`src/rtl/keyframe_hermite_interpolator_assert.svh`:
```
// ----------------------------------------------------------------------------
// Keyframe Hermite interpolator assertion macros
// Concurrent assertion helpers, clocked on aclk, disabled during reset.
// ----------------------------------------------------------------------------
`ifndef KEYFRAME_HERMITE_INTERPOLATOR_ASSERT_SVH
`define KEYFRAME_HERMITE_INTERPOLATOR_ASSERT_SVH

// same-cycle implication
`define KHI_ASSERT_NOW(label, ante, cons, msg) \
    label: assert property (@(posedge aclk) disable iff (!aresetn) (ante) |-> (cons)) \
        else $error(msg);

// next-cycle implication
`define KHI_ASSERT_NEXT(label, ante, cons, msg) \
    label: assert property (@(posedge aclk) disable iff (!aresetn) (ante) |=> (cons)) \
        else $error(msg);

`endif

```
`src/rtl/khi_pkg.sv`:
```
// ----------------------------------------------------------------------------
// khi_pkg
// Shared types and constants of the keyframe Hermite interpolator.
// ----------------------------------------------------------------------------
`timescale 1ns / 1ps

package khi_pkg;

    localparam int MAX_KEYS  = 16;
    localparam int KEY_AW    = $clog2(MAX_KEYS);
    localparam int KEYS_W    = KEY_AW + 1;
    localparam int MUL_BITS  = 20;   // signed multiplier digit count
    localparam int DIV_BITS  = 17;   // quotient bits of progress

    typedef enum logic [1:0] {
        OP_WRITE   = 2'd0,
        OP_TICK    = 2'd1,
        OP_RESTART = 2'd2,
        OP_NONE    = 2'd3
    } op_t;

    localparam logic REG_KEYS_IN_USE = 1'b0;

    typedef enum logic [11:0] {
        S_IDLE = 12'b0000_0000_0001,
        S_LAST = 12'b0000_0000_0010,
        S_SRCH = 12'b0000_0000_0100,
        S_VRD0 = 12'b0000_0000_1000,
        S_VRD1 = 12'b0000_0001_0000,
        S_DIV  = 12'b0000_0010_0000,
        S_MSET = 12'b0000_0100_0000,
        S_MUL  = 12'b0000_1000_0000,
        S_HFIN = 12'b0001_0000_0000,
        S_ADV  = 12'b0010_0000_0000,
        S_FRD  = 12'b0100_0000_0000,
        S_FIN  = 12'b1000_0000_0000
    } state_t;

    typedef enum logic [2:0] {
        M_SQ  = 3'd0,
        M_CUB = 3'd1,
        M_P0  = 3'd2,
        M_M0  = 3'd3,
        M_P1  = 3'd4,
        M_M1  = 3'd5
    } msel_t;

endpackage

```
`src/rtl/keyframe_hermite_interpolator.sv`:
```
// Write, restart, unused opcode or tick with under two keys: accept, then S_FRD, then S_FIN registers valid.
// Tick: last-key check, segment scan (one key per cycle), key reads, bit-serial divide
//   and six bit-serial multiplies, then S_HFIN, S_ADV, S_FRD and S_FIN.
// Throughput: one item at a time; the next is taken once the result is registered.
// Reset: aresetn synchronous active low; clears elapsed, progress, value,
//   keys_in_use and handshake state; key table is undefined until written.
// ----------------------------------------------------------------------------
// keyframe_hermite_interpolator
// Keyframe table with cubic Hermite evaluation, bit-serial divide and multiply.
// ----------------------------------------------------------------------------
`timescale 1ns / 1ps
`include "keyframe_hermite_interpolator_assert.svh"

module keyframe_hermite_interpolator (
    input  logic        aclk,
    input  logic        aresetn,
    // config
    input  logic        psel,
    input  logic        penable,
    input  logic        pwrite,
    input  logic [2:0]  paddr,
    input  logic [31:0] pwdata,
    output logic [31:0] prdata,
    output logic        pready,
    // input channel
    input  logic        s_valid,
    output logic        s_ready,
    input  logic [1:0]  s_opcode,
    input  logic [3:0]  s_key_index,
    input  logic [31:0] s_key_time,
    input  logic signed [31:0] s_key_value,
    input  logic signed [31:0] s_key_tangent,
    input  logic [31:0] s_delta_time,
    // result channel
    output logic        m_valid,
    input  logic        m_ready,
    output logic [16:0] m_progress,
    output logic signed [31:0] m_current_value,
    output logic [31:0] m_elapsed_time,
    output logic        m_finished
);
    import khi_pkg::*;

    // key table
    logic [31:0] time_mem [MAX_KEYS];
    logic [31:0] val_mem  [MAX_KEYS];
    logic [31:0] tan_mem  [MAX_KEYS];
    logic [31:0] t_rd_reg, v_rd_reg, m_rd_reg;
    logic [KEY_AW-1:0] rd_addr_next;

    state_t state_reg, state_next;
    logic [KEYS_W-1:0] keys_reg;
    logic [KEYS_W-1:0] n_act;
    logic [KEY_AW-1:0] n_m1;

    logic [31:0] delta_reg;
    logic [31:0] elapsed_reg, elapsed_next;
    logic [16:0] prog_reg, prog_next;
    logic [31:0] value_reg, value_next;

    logic [KEY_AW-1:0] idx_reg, idx_next;
    logic [31:0] prev_reg, prev_next;
    logic [31:0] span_reg, span_next;
    logic [32:0] rem_reg, rem_next;
    logic [16:0] q_reg, q_next;
    logic [16:0] s_reg, s_next;
    logic [4:0]  cnt_reg, cnt_next;
    logic [31:0] p0_reg, p0_next, m0_reg, m0_next, p1_reg, p1_next, m1_reg, m1_next;
    logic [16:0] s2_reg, s2_next;
    logic signed [MUL_BITS-1:0] h10_reg, h10_next, h01_reg, h01_next, h11_reg, h11_next;
    msel_t msel_reg, msel_next;
    logic signed [63:0] acc_reg, acc_next, mc_reg, mc_next;
    logic [MUL_BITS-1:0] mp_reg, mp_next;

    logic        mv_reg, mv_next;
    logic [16:0] o_prog_reg, o_prog_next;
    logic [31:0] o_val_reg, o_val_next, o_el_reg, o_el_next;
    logic        o_fin_reg, o_fin_next;

    logic accept, seg_hit, div_ge, out_free;
    logic [32:0] div_r;
    logic signed [MUL_BITS-1:0] s_e, s2_e, s3_e, h00_w, h10_w, h01_w, h11_w;
    logic signed [63:0] v_sh;
    logic [32:0] el_sum;

    assign pready  = 1'b1;
    assign prdata  = (paddr[2] == REG_KEYS_IN_USE) ? 32'(keys_reg) : 32'd0;
    assign s_ready = (state_reg == S_IDLE);
    assign accept  = s_valid && s_ready;
    assign n_act   = (keys_reg > KEYS_W'(MAX_KEYS)) ? KEYS_W'(MAX_KEYS) : keys_reg;
    assign n_m1    = KEY_AW'(n_act - KEYS_W'(1));
    assign out_free = !mv_reg || m_ready;

    assign m_valid         = mv_reg;
    assign m_progress      = o_prog_reg;
    assign m_current_value = o_val_reg;
    assign m_elapsed_time  = o_el_reg;
    assign m_finished      = o_fin_reg;

    always_ff @(posedge aclk) begin
        if (accept && op_t'(s_opcode) == OP_WRITE
            && KEYS_W'(s_key_index) < KEYS_W'(MAX_KEYS)) begin
            time_mem[s_key_index[KEY_AW-1:0]] <= s_key_time;
            val_mem[s_key_index[KEY_AW-1:0]]  <= s_key_value;
            tan_mem[s_key_index[KEY_AW-1:0]]  <= s_key_tangent;
        end
        t_rd_reg <= time_mem[rd_addr_next];
        v_rd_reg <= val_mem[rd_addr_next];
        m_rd_reg <= tan_mem[rd_addr_next];
    end

    // segment hit: previous key time <= elapsed <= this key time
    assign seg_hit = (idx_reg != '0) && (prev_reg <= elapsed_reg) && (elapsed_reg <= t_rd_reg);
    assign div_ge  = rem_reg >= {1'b0, span_reg};
    assign div_r   = div_ge ? rem_reg - {1'b0, span_reg} : rem_reg;

    // Hermite bases from s, s2 and s3 (s3 still sits in the accumulator)
    assign s_e   = MUL_BITS'(s_reg);
    assign s2_e  = MUL_BITS'(s2_reg);
    assign s3_e  = MUL_BITS'(acc_reg[32:16]);
    assign h00_w = MUL_BITS'(2 * s3_e - 3 * s2_e + 65536);
    assign h10_w = MUL_BITS'(s3_e - 2 * s2_e + s_e);
    assign h01_w = MUL_BITS'(3 * s2_e - 2 * s3_e);
    assign h11_w = s3_e - s2_e;

    assign v_sh   = acc_reg >>> 16;
    assign el_sum = {1'b0, elapsed_reg} + {1'b0, delta_reg};

    always_comb begin
        state_next   = state_reg;
        rd_addr_next = n_m1;
        elapsed_next = elapsed_reg;
        prog_next    = prog_reg;
        value_next   = value_reg;
        idx_next     = idx_reg;
        prev_next    = prev_reg;
        span_next    = span_reg;
        rem_next     = rem_reg;
        q_next       = q_reg;
        s_next       = s_reg;
        cnt_next     = cnt_reg;
        p0_next      = p0_reg;
        m0_next      = m0_reg;
        p1_next      = p1_reg;
        m1_next      = m1_reg;
        s2_next      = s2_reg;
        h10_next     = h10_reg;
        h01_next     = h01_reg;
        h11_next     = h11_reg;
        msel_next    = msel_reg;
        acc_next     = acc_reg;
        mc_next      = mc_reg;
        mp_next      = mp_reg;
        mv_next      = mv_reg && !m_ready;
        o_prog_next  = o_prog_reg;
        o_val_next   = o_val_reg;
        o_el_next    = o_el_reg;
        o_fin_next   = o_fin_reg;

        unique case (state_reg)
            S_IDLE: begin
                if (accept) begin
                    state_next = S_FRD;
                    if (op_t'(s_opcode) == OP_TICK && n_act >= KEYS_W'(2)) begin
                        state_next = S_LAST;
                    end
                    if (op_t'(s_opcode) == OP_RESTART) begin
                        elapsed_next = '0;
                    end
                end
            end
            S_LAST: begin
                rd_addr_next = '0;
                idx_next     = '0;
                if (elapsed_reg >= t_rd_reg) begin
                    prog_next    = 17'h10000;
                    elapsed_next = t_rd_reg;
                    value_next   = v_rd_reg;
                    state_next   = S_FRD;
                end else begin
                    state_next = S_SRCH;
                end
            end
            S_SRCH: begin
                if (seg_hit) begin
                    rd_addr_next = idx_reg - KEY_AW'(1);
                    span_next    = t_rd_reg - prev_reg;
                    rem_next     = {1'b0, elapsed_reg - prev_reg};
                    state_next   = S_VRD0;
                end else if (idx_reg == n_m1) begin
                    state_next = S_ADV;
                end else begin
                    rd_addr_next = idx_reg + KEY_AW'(1);
                    idx_next     = idx_reg + KEY_AW'(1);
                    prev_next    = t_rd_reg;
                end
            end
            S_VRD0: begin
                rd_addr_next = idx_reg;
                p0_next      = v_rd_reg;
                m0_next      = m_rd_reg;
                state_next   = S_VRD1;
            end
            S_VRD1: begin
                p1_next   = v_rd_reg;
                m1_next   = m_rd_reg;
                cnt_next  = '0;
                msel_next = M_SQ;
                if (span_reg == '0) begin
                    s_next     = '0;
                    state_next = S_MSET;
                end else begin
                    state_next = S_DIV;
                end
            end
            S_DIV: begin
                // restoring divide, one quotient bit per cycle, MSB first
                q_next   = {q_reg[15:0], div_ge};
                rem_next = {div_r[31:0], 1'b0};
                cnt_next = cnt_reg + 5'd1;
                if (cnt_reg == 5'(DIV_BITS - 1)) begin
                    s_next     = {q_reg[15:0], div_ge};
                    state_next = S_MSET;
                end
            end
            S_MSET: begin
                cnt_next   = '0;
                state_next = S_MUL;
                unique case (msel_reg)
                    M_SQ: begin
                        acc_next = '0;
                        mc_next  = 64'(s_reg);
                        mp_next  = MUL_BITS'(s_reg);
                    end
                    M_CUB: begin
                        s2_next  = acc_reg[32:16];
                        acc_next = '0;
                        mc_next  = 64'(acc_reg[32:16]);
                        mp_next  = MUL_BITS'(s_reg);
                    end
                    M_P0: begin
                        h10_next = h10_w;
                        h01_next = h01_w;
                        h11_next = h11_w;
                        acc_next = '0;
                        mc_next  = 64'(signed'(p0_reg));
                        mp_next  = h00_w;
                    end
                    M_M0: begin
                        mc_next = 64'(signed'(m0_reg));
                        mp_next = h10_reg;
                    end
                    M_P1: begin
                        mc_next = 64'(signed'(p1_reg));
                        mp_next = h01_reg;
                    end
                    M_M1: begin
                        mc_next = 64'(signed'(m1_reg));
                        mp_next = h11_reg;
                    end
                    default: begin
                        state_next = S_HFIN;
                    end
                endcase
            end
            S_MUL: begin
                // two's complement shift-add; the top digit carries negative weight
                if (mp_reg[0]) begin
                    acc_next = (cnt_reg == 5'(MUL_BITS - 1)) ? acc_reg - mc_reg
                                                            : acc_reg + mc_reg;
                end
                mc_next  = mc_reg <<< 1;
                mp_next  = mp_reg >> 1;
                cnt_next = cnt_reg + 5'd1;
                if (cnt_reg == 5'(MUL_BITS - 1)) begin
                    if (msel_reg == M_M1) begin
                        state_next = S_HFIN;
                    end else begin
                        msel_next  = msel_t'(msel_reg + 3'd1);
                        state_next = S_MSET;
                    end
                end
            end
            S_HFIN: begin
                prog_next = s_reg;
                if (!v_sh[63] && v_sh[62:31] != '0) begin
                    value_next = 32'h7FFF_FFFF;
                end else if (v_sh[63] && v_sh[62:31] != '1) begin
                    value_next = 32'h8000_0000;
                end else begin
                    value_next = v_sh[31:0];
                end
                state_next = S_ADV;
            end
            S_ADV: begin
                elapsed_next = el_sum[32] ? 32'hFFFF_FFFF : el_sum[31:0];
                state_next   = S_FRD;
            end
            S_FRD: begin
                state_next = S_FIN;
            end
            S_FIN: begin
                if (out_free) begin
                    mv_next     = 1'b1;
                    o_prog_next = prog_reg;
                    o_val_next  = value_reg;
                    o_el_next   = elapsed_reg;
                    o_fin_next  = (n_act >= KEYS_W'(2)) && (elapsed_reg >= t_rd_reg);
                    state_next  = S_IDLE;
                end
            end
            default: begin
                state_next = S_IDLE;
            end
        endcase
    end

    always_ff @(posedge aclk) begin
        if (!aresetn) begin
            state_reg   <= S_IDLE;
            keys_reg    <= '0;
            elapsed_reg <= '0;
            prog_reg    <= '0;
            value_reg   <= '0;
            mv_reg      <= 1'b0;
        end else begin
            state_reg   <= state_next;
            elapsed_reg <= elapsed_next;
            prog_reg    <= prog_next;
            value_reg   <= value_next;
            mv_reg      <= mv_next;
            if (psel && penable && pwrite && pready && paddr[2] == REG_KEYS_IN_USE) begin
                keys_reg <= pwdata[KEYS_W-1:0];
            end
        end
    end

    always_ff @(posedge aclk) begin
        if (accept) begin
            delta_reg <= s_delta_time;
        end
        idx_reg    <= idx_next;
        prev_reg   <= prev_next;
        span_reg   <= span_next;
        rem_reg    <= rem_next;
        q_reg      <= q_next;
        s_reg      <= s_next;
        cnt_reg    <= cnt_next;
        p0_reg     <= p0_next;
        m0_reg     <= m0_next;
        p1_reg     <= p1_next;
        m1_reg     <= m1_next;
        s2_reg     <= s2_next;
        h10_reg    <= h10_next;
        h01_reg    <= h01_next;
        h11_reg    <= h11_next;
        msel_reg   <= msel_next;
        acc_reg    <= acc_next;
        mc_reg     <= mc_next;
        mp_reg     <= mp_next;
        o_prog_reg <= o_prog_next;
        o_val_reg  <= o_val_next;
        o_el_reg   <= o_el_next;
        o_fin_reg  <= o_fin_next;
    end

    `KHI_ASSERT_NEXT(a_accept_busy, accept, state_reg != S_IDLE, "idle after accept")
    `KHI_ASSERT_NOW(a_div_span, state_reg == S_DIV, span_reg != '0, "divide by zero span")
    `KHI_ASSERT_NOW(a_div_rem, state_reg == S_DIV, rem_reg < {span_reg, 1'b0}, "remainder range")
    `KHI_ASSERT_NOW(a_mul_cnt, state_reg == S_MUL, cnt_reg < 5'(MUL_BITS), "multiply overrun")

endmodule
```
`config.mk`:
```
export PLATFORM = sky130hd
export DESIGN_NAME = keyframe_hermite_interpolator
export DESIGN_NICKNAME = d
export VERILOG_FILES = /design/src/rtl/khi_pkg.sv /design/src/rtl/keyframe_hermite_interpolator.sv
export VERILOG_INCLUDE_DIRS = /design/src /design/src/rtl
export SDC_FILE = /design/constraint.sdc
export NUM_CORES = 2
export LEC_CHECK = 0
export BUFFER_PORTS_ARGS = -buffer_cell sky130_fd_sc_hd__buf_2
export CAP_MARGIN = 20
export CORE_MARGIN = 2
export CORE_UTILIZATION = 50
export CTS_BUF_LIST = sky130_fd_sc_hd__clkbuf_4 sky130_fd_sc_hd__clkbuf_8 sky130_fd_sc_hd__clkbuf_16
export DETAILED_ROUTE_END_ITERATION = 10
export PLACE_DENSITY = 0.69
export SYNTH_ARGS = -nofsm -noshare
export SYNTH_HDL_FRONTEND = slang
export SYNTH_SLANG_ARGS = --single-unit
```
`constraint.sdc`:
```
create_clock -name aclk -period 8.55 [get_ports aclk]
set_input_delay 0.855 -clock aclk [delete_from_list [all_inputs] [get_ports aclk]]
set_output_delay 0.855 -clock aclk [all_outputs]
set_load 0.005 [all_outputs]
```
**Word level (Yosys, flattened, before mapping)**

Memory sizes are Yosys's and may differ from the RTL's. A register that Yosys moved wholly into a read port is not among the register bits.
Index checks and enable logic that the tools add are counted.

- Flip-flop bits (word level): 708
- RAM bits: 1536
- Bits of input ports: 176
- Output and inout port bits: 117
- Logic and storage cells: 201
- Memories kept: 3

Memories:

| memory | words | bits a word | rd ports | clocked after Yosys merged registers in | write ports | line | RTL |
|---|---|---|---|---|---|---|---|
| tan_mem | 16 | 32 | 1 | 1 | 1 | keyframe_hermite_interpolator.sv:47 | `logic [31:0] tan_mem [MAX_KEYS];` |
| time_mem | 16 | 32 | 1 | 1 | 1 | keyframe_hermite_interpolator.sv:45 | `logic [31:0] time_mem [MAX_KEYS];` |
| val_mem | 16 | 32 | 1 | 1 | 1 | keyframe_hermite_interpolator.sv:46 | `logic [31:0] val_mem [MAX_KEYS];` |

- Add/sub/neg operators: 17
- Multiply operators: 1
- Magnitude comparators: 6
- Equality and inequality tests: 39
- Multiplexer cells: 53
- Bitwise operators: 3
- Reduce and logical (&&, ||, !) cells: 49

Operator list:

| operator | number |
|---|---|
| $pmux 64 s6 | 1 |
| $mux 32 | 8 |
| $pmux 64 s2 | 2 |
| $mux 64 | 3 |
| $pmux 12 s12 | 1 |
| $pmux 20 s5 | 1 |
| $pmux 32 s3 | 1 |
| $sub 32x32->32 | 3 |
| $mux 12 | 6 |
| $pmux 17 s2 | 2 |
| $pmux 33 s2 | 1 |
| $add 64x64->64 | 1 |
| $le 32x32->1 | 2 |
| $pmux 32 s2 | 1 |
| $sub 64x64->64 | 1 |
| $mux 17 | 3 |
| $pmux 20 s2 | 1 |
| $add 32x32->33 | 1 |
| $ge 33x32->1 | 1 |
| $mux 33 | 1 |
| $ge 32x32->1 | 1 |
| $logic_not 32->1 | 1 |
| $ne 32x32->1 const B | 1 |
| $reduce_bool 32->1 | 1 |
| 64 further kinds | 123 |

**Depth between registers and ports, before layout**

- Depth after elaboration: 7
- Depth in mapped cells: 23
- Gate-level depth less buffers: 23

**Worst setup path after synthesis**

No wires, ideal clock.

- Path type: flip-flop to flip-flop
- Start: register state_reg[1]
- End: memory tan_mem[0][0] (enable)
- Library setup time: 670 ps
- Data arrival time: 8486 ps
- Required time: 7880 ps
- Slack: -606 ps
- Stages on the path, launching flop included: 10
- Buffers on the path: 0
- Period minus slack after synthesis: 9156 ps
- Path through: dfxtp_1 > nor4_1 > nand2_1 > nor2_1 > nand3_1 > inv_1 > nand2_1 > nor3_1 > or3b_2 > nor3_1

- Word-level cells in the longest chain between the ends: 5

Ends and longest elaborated chain:

| item | line | RTL |
|---|---|---|
| start: declaration | keyframe_hermite_interpolator.sv:51 | `state_t state_reg, state_next;` |
| start signal: assignment | keyframe_hermite_interpolator.sv:327 | `state_reg <= state_next;` |
| $eq 12x1->1 | keyframe_hermite_interpolator.sv:88 | `assign s_ready = (state_reg == S_IDLE);` |
| net s_ready | keyframe_hermite_interpolator.sv:27 | `output logic s_ready,` |
| $logic_and 1x1->1 | keyframe_hermite_interpolator.sv:89 | `assign accept = s_valid && s_ready;` |
| $logic_and 1x1->1 | keyframe_hermite_interpolator.sv:101 | `if (accept && op_t'(s_opcode) == OP_WRITE` |
| $mux 1 | keyframe_hermite_interpolator.sv:101 |  |
| $mux 1 (implied by the code) | keyframe_hermite_interpolator.sv:105 | `tan_mem[s_key_index[KEY_AW-1:0]] <= s_key_tangent;` |
| end: declaration | keyframe_hermite_interpolator.sv:47 |  |

The timed path passes the listed nets, and every way through them passes these cells.

**Final worst setup path**

- Start: register mc_reg[0]
- End: register acc_reg[59] (data pin)

- Word-level cells in the longest chain between the ends: 4
- Elaborated cells between the ends (all ways): 5
- Classes of those cells: add/sub: 2; mux: 3

Ends and longest elaborated chain:

| item | line | RTL |
|---|---|---|
| start: declaration | keyframe_hermite_interpolator.sv:72 | `logic signed [63:0] acc_reg, acc_next, mc_reg, mc_next;` |
| start signal: assignment | keyframe_hermite_interpolator.sv:359 | `mc_reg <= mc_next;` |
| $add 64x64->64 / $sub 64x64->64 (equally long branches) | keyframe_hermite_interpolator.sv:270, keyframe_hermite_interpolator.sv:269 |  |
| $mux 64 * | keyframe_hermite_interpolator.sv:269 | `acc_next = (cnt_reg == 5'(MUL_BITS - 1)) ? acc_reg - mc_reg` |
| $mux 64 * | keyframe_hermite_interpolator.sv:268 | `if (mp_reg[0]) begin` |
| $pmux 64 s2 * | keyframe_hermite_interpolator.sv:160 | `unique case (state_reg)` |
| end signal: assignment | keyframe_hermite_interpolator.sv:358 | `acc_reg <= acc_next;` |
| end: declaration | keyframe_hermite_interpolator.sv:72 |  |

Mark *: on every way between the ends. The rest lies on a longest branch, timed or not. The select of a mux whose other input is x is not followed.
A chain may end at the register's enable or synchronous reset.

==> summary.md <==
| Metric | Value |
|---|---|
| Final slew viol count | 0 |
| CTS root buf | clkbuf_16 |
| CTS Sinks | 2338 |
| IO buf count | approximately 240 |
| Initial drt markers | 5697 |
| Post-Synthesis Cell Area | 0.106 mm² |
| Min cycle time layout | 6.29 ns |
| Fmax achieved | between 0.15 and 0.2 GHz |
| Core outline area | 0.212 mm² |
| Final Util | 0.562 |
| CP peak stage delay | 0.52 ns |
| Switching portion of total power | 0.222 |
| DRT Pass-1 Iters | 6 |
| Synth Register Bits | 2338 |
| CTS tree | yes |
| Syn Inst Count | 7537 |
| Top-Level Pins | 293 |
| Data arrival time of the critical path | 6.85 ns |
| Fillers | 16687 |
| Die area | 0.216 mm² |
| GR Util All Layers | 0.232 |
| Hold Crit Depth | 1 |
| First-pass GRT wire length | 379 mm |
| Main combinational cell family by area after synthesis | multiplexers |
| Max cap viols | 0 |
| Clock power share | 0.418 |
| Largest net degree at the start of global routing | 157 |
| CP startpoint kind | flop |
| Flop pwr share | 0.513 |
| Worst-margin pin slew | 1.20 ns |
| Met1 wire length | 112 mm |
| Post CTS Setup Buffer Count | 0 |
| Net Sw Power | between 5000 and 6000 µW |
| Top Layer Used | met5 |
| Prevailing post-synth register cell | edfxtp_1 |
| Wire length on met2 | ~120 mm |
| CTS Hold Bufs | 0 |
| Mux share of post-synthesis cell area | 0.137 |
| Hpwl dp | 154 mm |
| Vias in the first global route | 61352 |
| Crit end category | flop |
| Setup TNS | 0 ns |
| Routed met3 length | approximately 16 mm |
| GPL Wtd Cong | between 0.9 and 1 |
| Seq/Total Area, Yosys | 0.642 |
| Combinational share of power | 0.069 |
| Clock Latency Late Sink | between 0.8 and 0.9 ns |
| CTS buffer count | between 200 and 250 |
| Netlist cell types | 87 |
| HP Class | primary input to flop |
| Vias | 62693 |
| Post-synth top area cell | edfxtp_1 |
| Synth cell count leaders | 2143 x edfxtp_1, 1461 x mux2i_1, 380 x a21oi_1, 351 x ha_1, 338 x nor2_1 |
| Syn-to-layout area delta | 12.0% |
| Pwr dens | 211 mW/mm² |
| Compound-Gate Fraction of Synth Area | 0.0746 |
| Pint | between 15000 and 20000 µW |
| Crit path depth | 22 |
| Synth Area in XOR/XNOR | 0.0255 |
| Worst VDD drop | 0.000197 V |
| Buffer and inverter count on the worst path | 1 |
| Die Wd | 465 µm |
| Post-synthesis area per instance | 14.1 µm² |
| Fraction of layout cells with a size suffix above 1 | 0.101 |
| Total grt overflow | 0 |
| Critical path's slowest cell | or3_1 |
| Initial antenna violation count | a little under 60 |
| RSZ-0062 raised after global routing | false |
| CP delay by family, top | simple AND/OR/NAND/NOR gates |
| PostCTS Resize Cnt | 0 |
| Site Rows | around 170 |
| CP Max Fanout | 6 |
| # DRC | 0 |
| Critical path class | flop to flop |
| Synth area leaders | edfxtp_1 60%, mux2i_1 14%, ha_1 4.1% |
| Worst Reg-to-Reg Cells | 22 |
| Die H | around 470 µm |
| H-tree depth | 4 |
| DRT Wirelength | 255 mm |
| Final period util | 0.736 |
| Req. time, crit path | 9.11 ns |
| Final setup violation count | 0 |
| Post-synth EDFFs | 2143 |
| Max clock buf depth | 3 |
| Top-count cell post-synth | edfxtp_1 |
| Leak Pwr | 0.0440 µW |
| Drt via density | 5.80 |
| Avg WL per Cell | between 20 and 25 µm |
| Status | completed |
| Area share of fa/ha/maj cells after synthesis | 0.0434 |
| Initial core utilization | 0.502 |
| Routed Antenna Nets | 0 |
| Simple-gate share of the synthesized area | 0.0534 |
| Crit-path cells | inv_1, ha_1, nor2b_1, nand3_1, or2_1, or3_1, or3_4, or4_4, or4_4, o21ai_0, xor2_1, ha_1, a21o_1, a21o_1, a21oi_1, nor2_1, a211oi_1, o21ai_0, a31o_2, a21boi_0, xor2_1, nor2_1 |
| Clock transition at the registers of the reported paths | 0.07 ns |
| YS warnings | 0 |
| Synth top area share | 0.605 |
| Final Hold Fails | 0 |
| Slew headroom | 0.201 |
| Ys async rst share | 0 |
| Final Skew | 0.0536 ns |
| Nets | 8315 |
worst paths after layout:
check                                    end             from  slack (ns)
worst max-delay path             acc_reg[59]        mc_reg[0]        2.26
worst min-delay path            delta_reg[9]  s_delta_time[9]        0.16
worst max register to register   acc_reg[59]        mc_reg[0]        2.26
worst min register to register    m0_reg[31]     m_rd_reg[31]        0.42
cells in the final DEF (no fill, tap or decap), types with 30 or more instances in the layout:
cell type	n
nor3_1	78
buf_2	235
a31oi_1	48
buf_12	31
clkinv_2	44
nor2b_1	53
nand4_1	41
a222oi_1	35
mux2i_1	1459
clkinv_1	30
buf_4	53
a21o_1	134
inv_1	265
ha_1	350
xnor2_1	181
nand2b_1	42
clkbuf_4	54
o21a_1	50
o21bai_1	32
edfxtp_1	2143
a211oi_1	35
a22oi_1	32
and2_1	37
nand2_1	337
o21ai_0	316
xor2_1	129
nor2_1	324
a21oi_1	377
clkbuf_16	238
a21boi_0	38
dfxtp_1	195
nand3_1	114
power by group through the flow:
| stage | Combinational, µW | Sequential (µW) | Clock [µW] |
|---|---|---|---|
| after detailed placement | 1690 | 13100 | 0 |
| final | 1720 | 12900 | 10500 |
| after floorplan | 1190 | 13000 | 0 |
| after global routing | 1890 | 12900 | 11100 |
| after CTS | 1700 | 12900 | 10700 |
| after global placement | 1650 | 13100 | 0 |
stage by stage:
step,area (µm²),worst slack (ns),instances,total power (µW),hold slack (ns)
3_5_place_dp,111000,2.36,10366,14800,0.410
6_report,119000,2.26,10815,25100,0.156
4_1_cts,119000,2.31,10798,25300,0.0831
5_1_grt,119000,1.92,10809,25900,0.110
2_1_floorplan,107000,1.99,7563,14200,0.403
3_3_place_gp,111000,2.36,10365,14800,0.411
worst reg2reg max path: cells and delay by family (launching register included):
kind | cells | cell delay, ns
compound gates | 8 | 1.95
xor+xnor | 2 | 0.33
fa+ha+maj | 2 | 0.44
buf+inv | 1 | 0.10
flops | 1 | 0.42
simple gates | 9 | 2.76
kinds of logic (layout without fill, tap and decap cells):
| logic type | count (synthesis) | in the layout |
|---|---|---|
| multiplexers | 1461 | 1461 |
| XOR/XNOR | 310 | 310 |
| buffers and inverters | 605 | 1022 |
| adder cells (fa/ha/maj) | 363 | 363 |
| flip-flops | 2338 | 2338 |
| other | 2 | 42 |
| AO/OA/AOI/OAI | 1263 | 1263 |
| AND/OR/NAND/NOR | 1195 | 1195 |
area by class of cell:
class,count,area [µm²],share of cell area
Sequential cell,2338,68300,0.573
Multi-Input combinational cell,4620,36000,0.302
Clock buffer,305,6540,0.0549
Tap cell,2821,3530,0.0296
Timing Repair Buffer,323,2280,0.0191
Clock inverter,127,1480,0.0124
Inverter,267,1000,0.00841
Antenna cell,14,35.0,0.000294
per-layer routing:
layer / vias to the layer above / track usage
met4: 38 / 0.0761
li1: 29069 / -
met3: 418 / 0.0372
met2: 1924 / 0.377
met1: 31244 / 0.318
met5: - / 0
(Power assumes the default switching activity.)
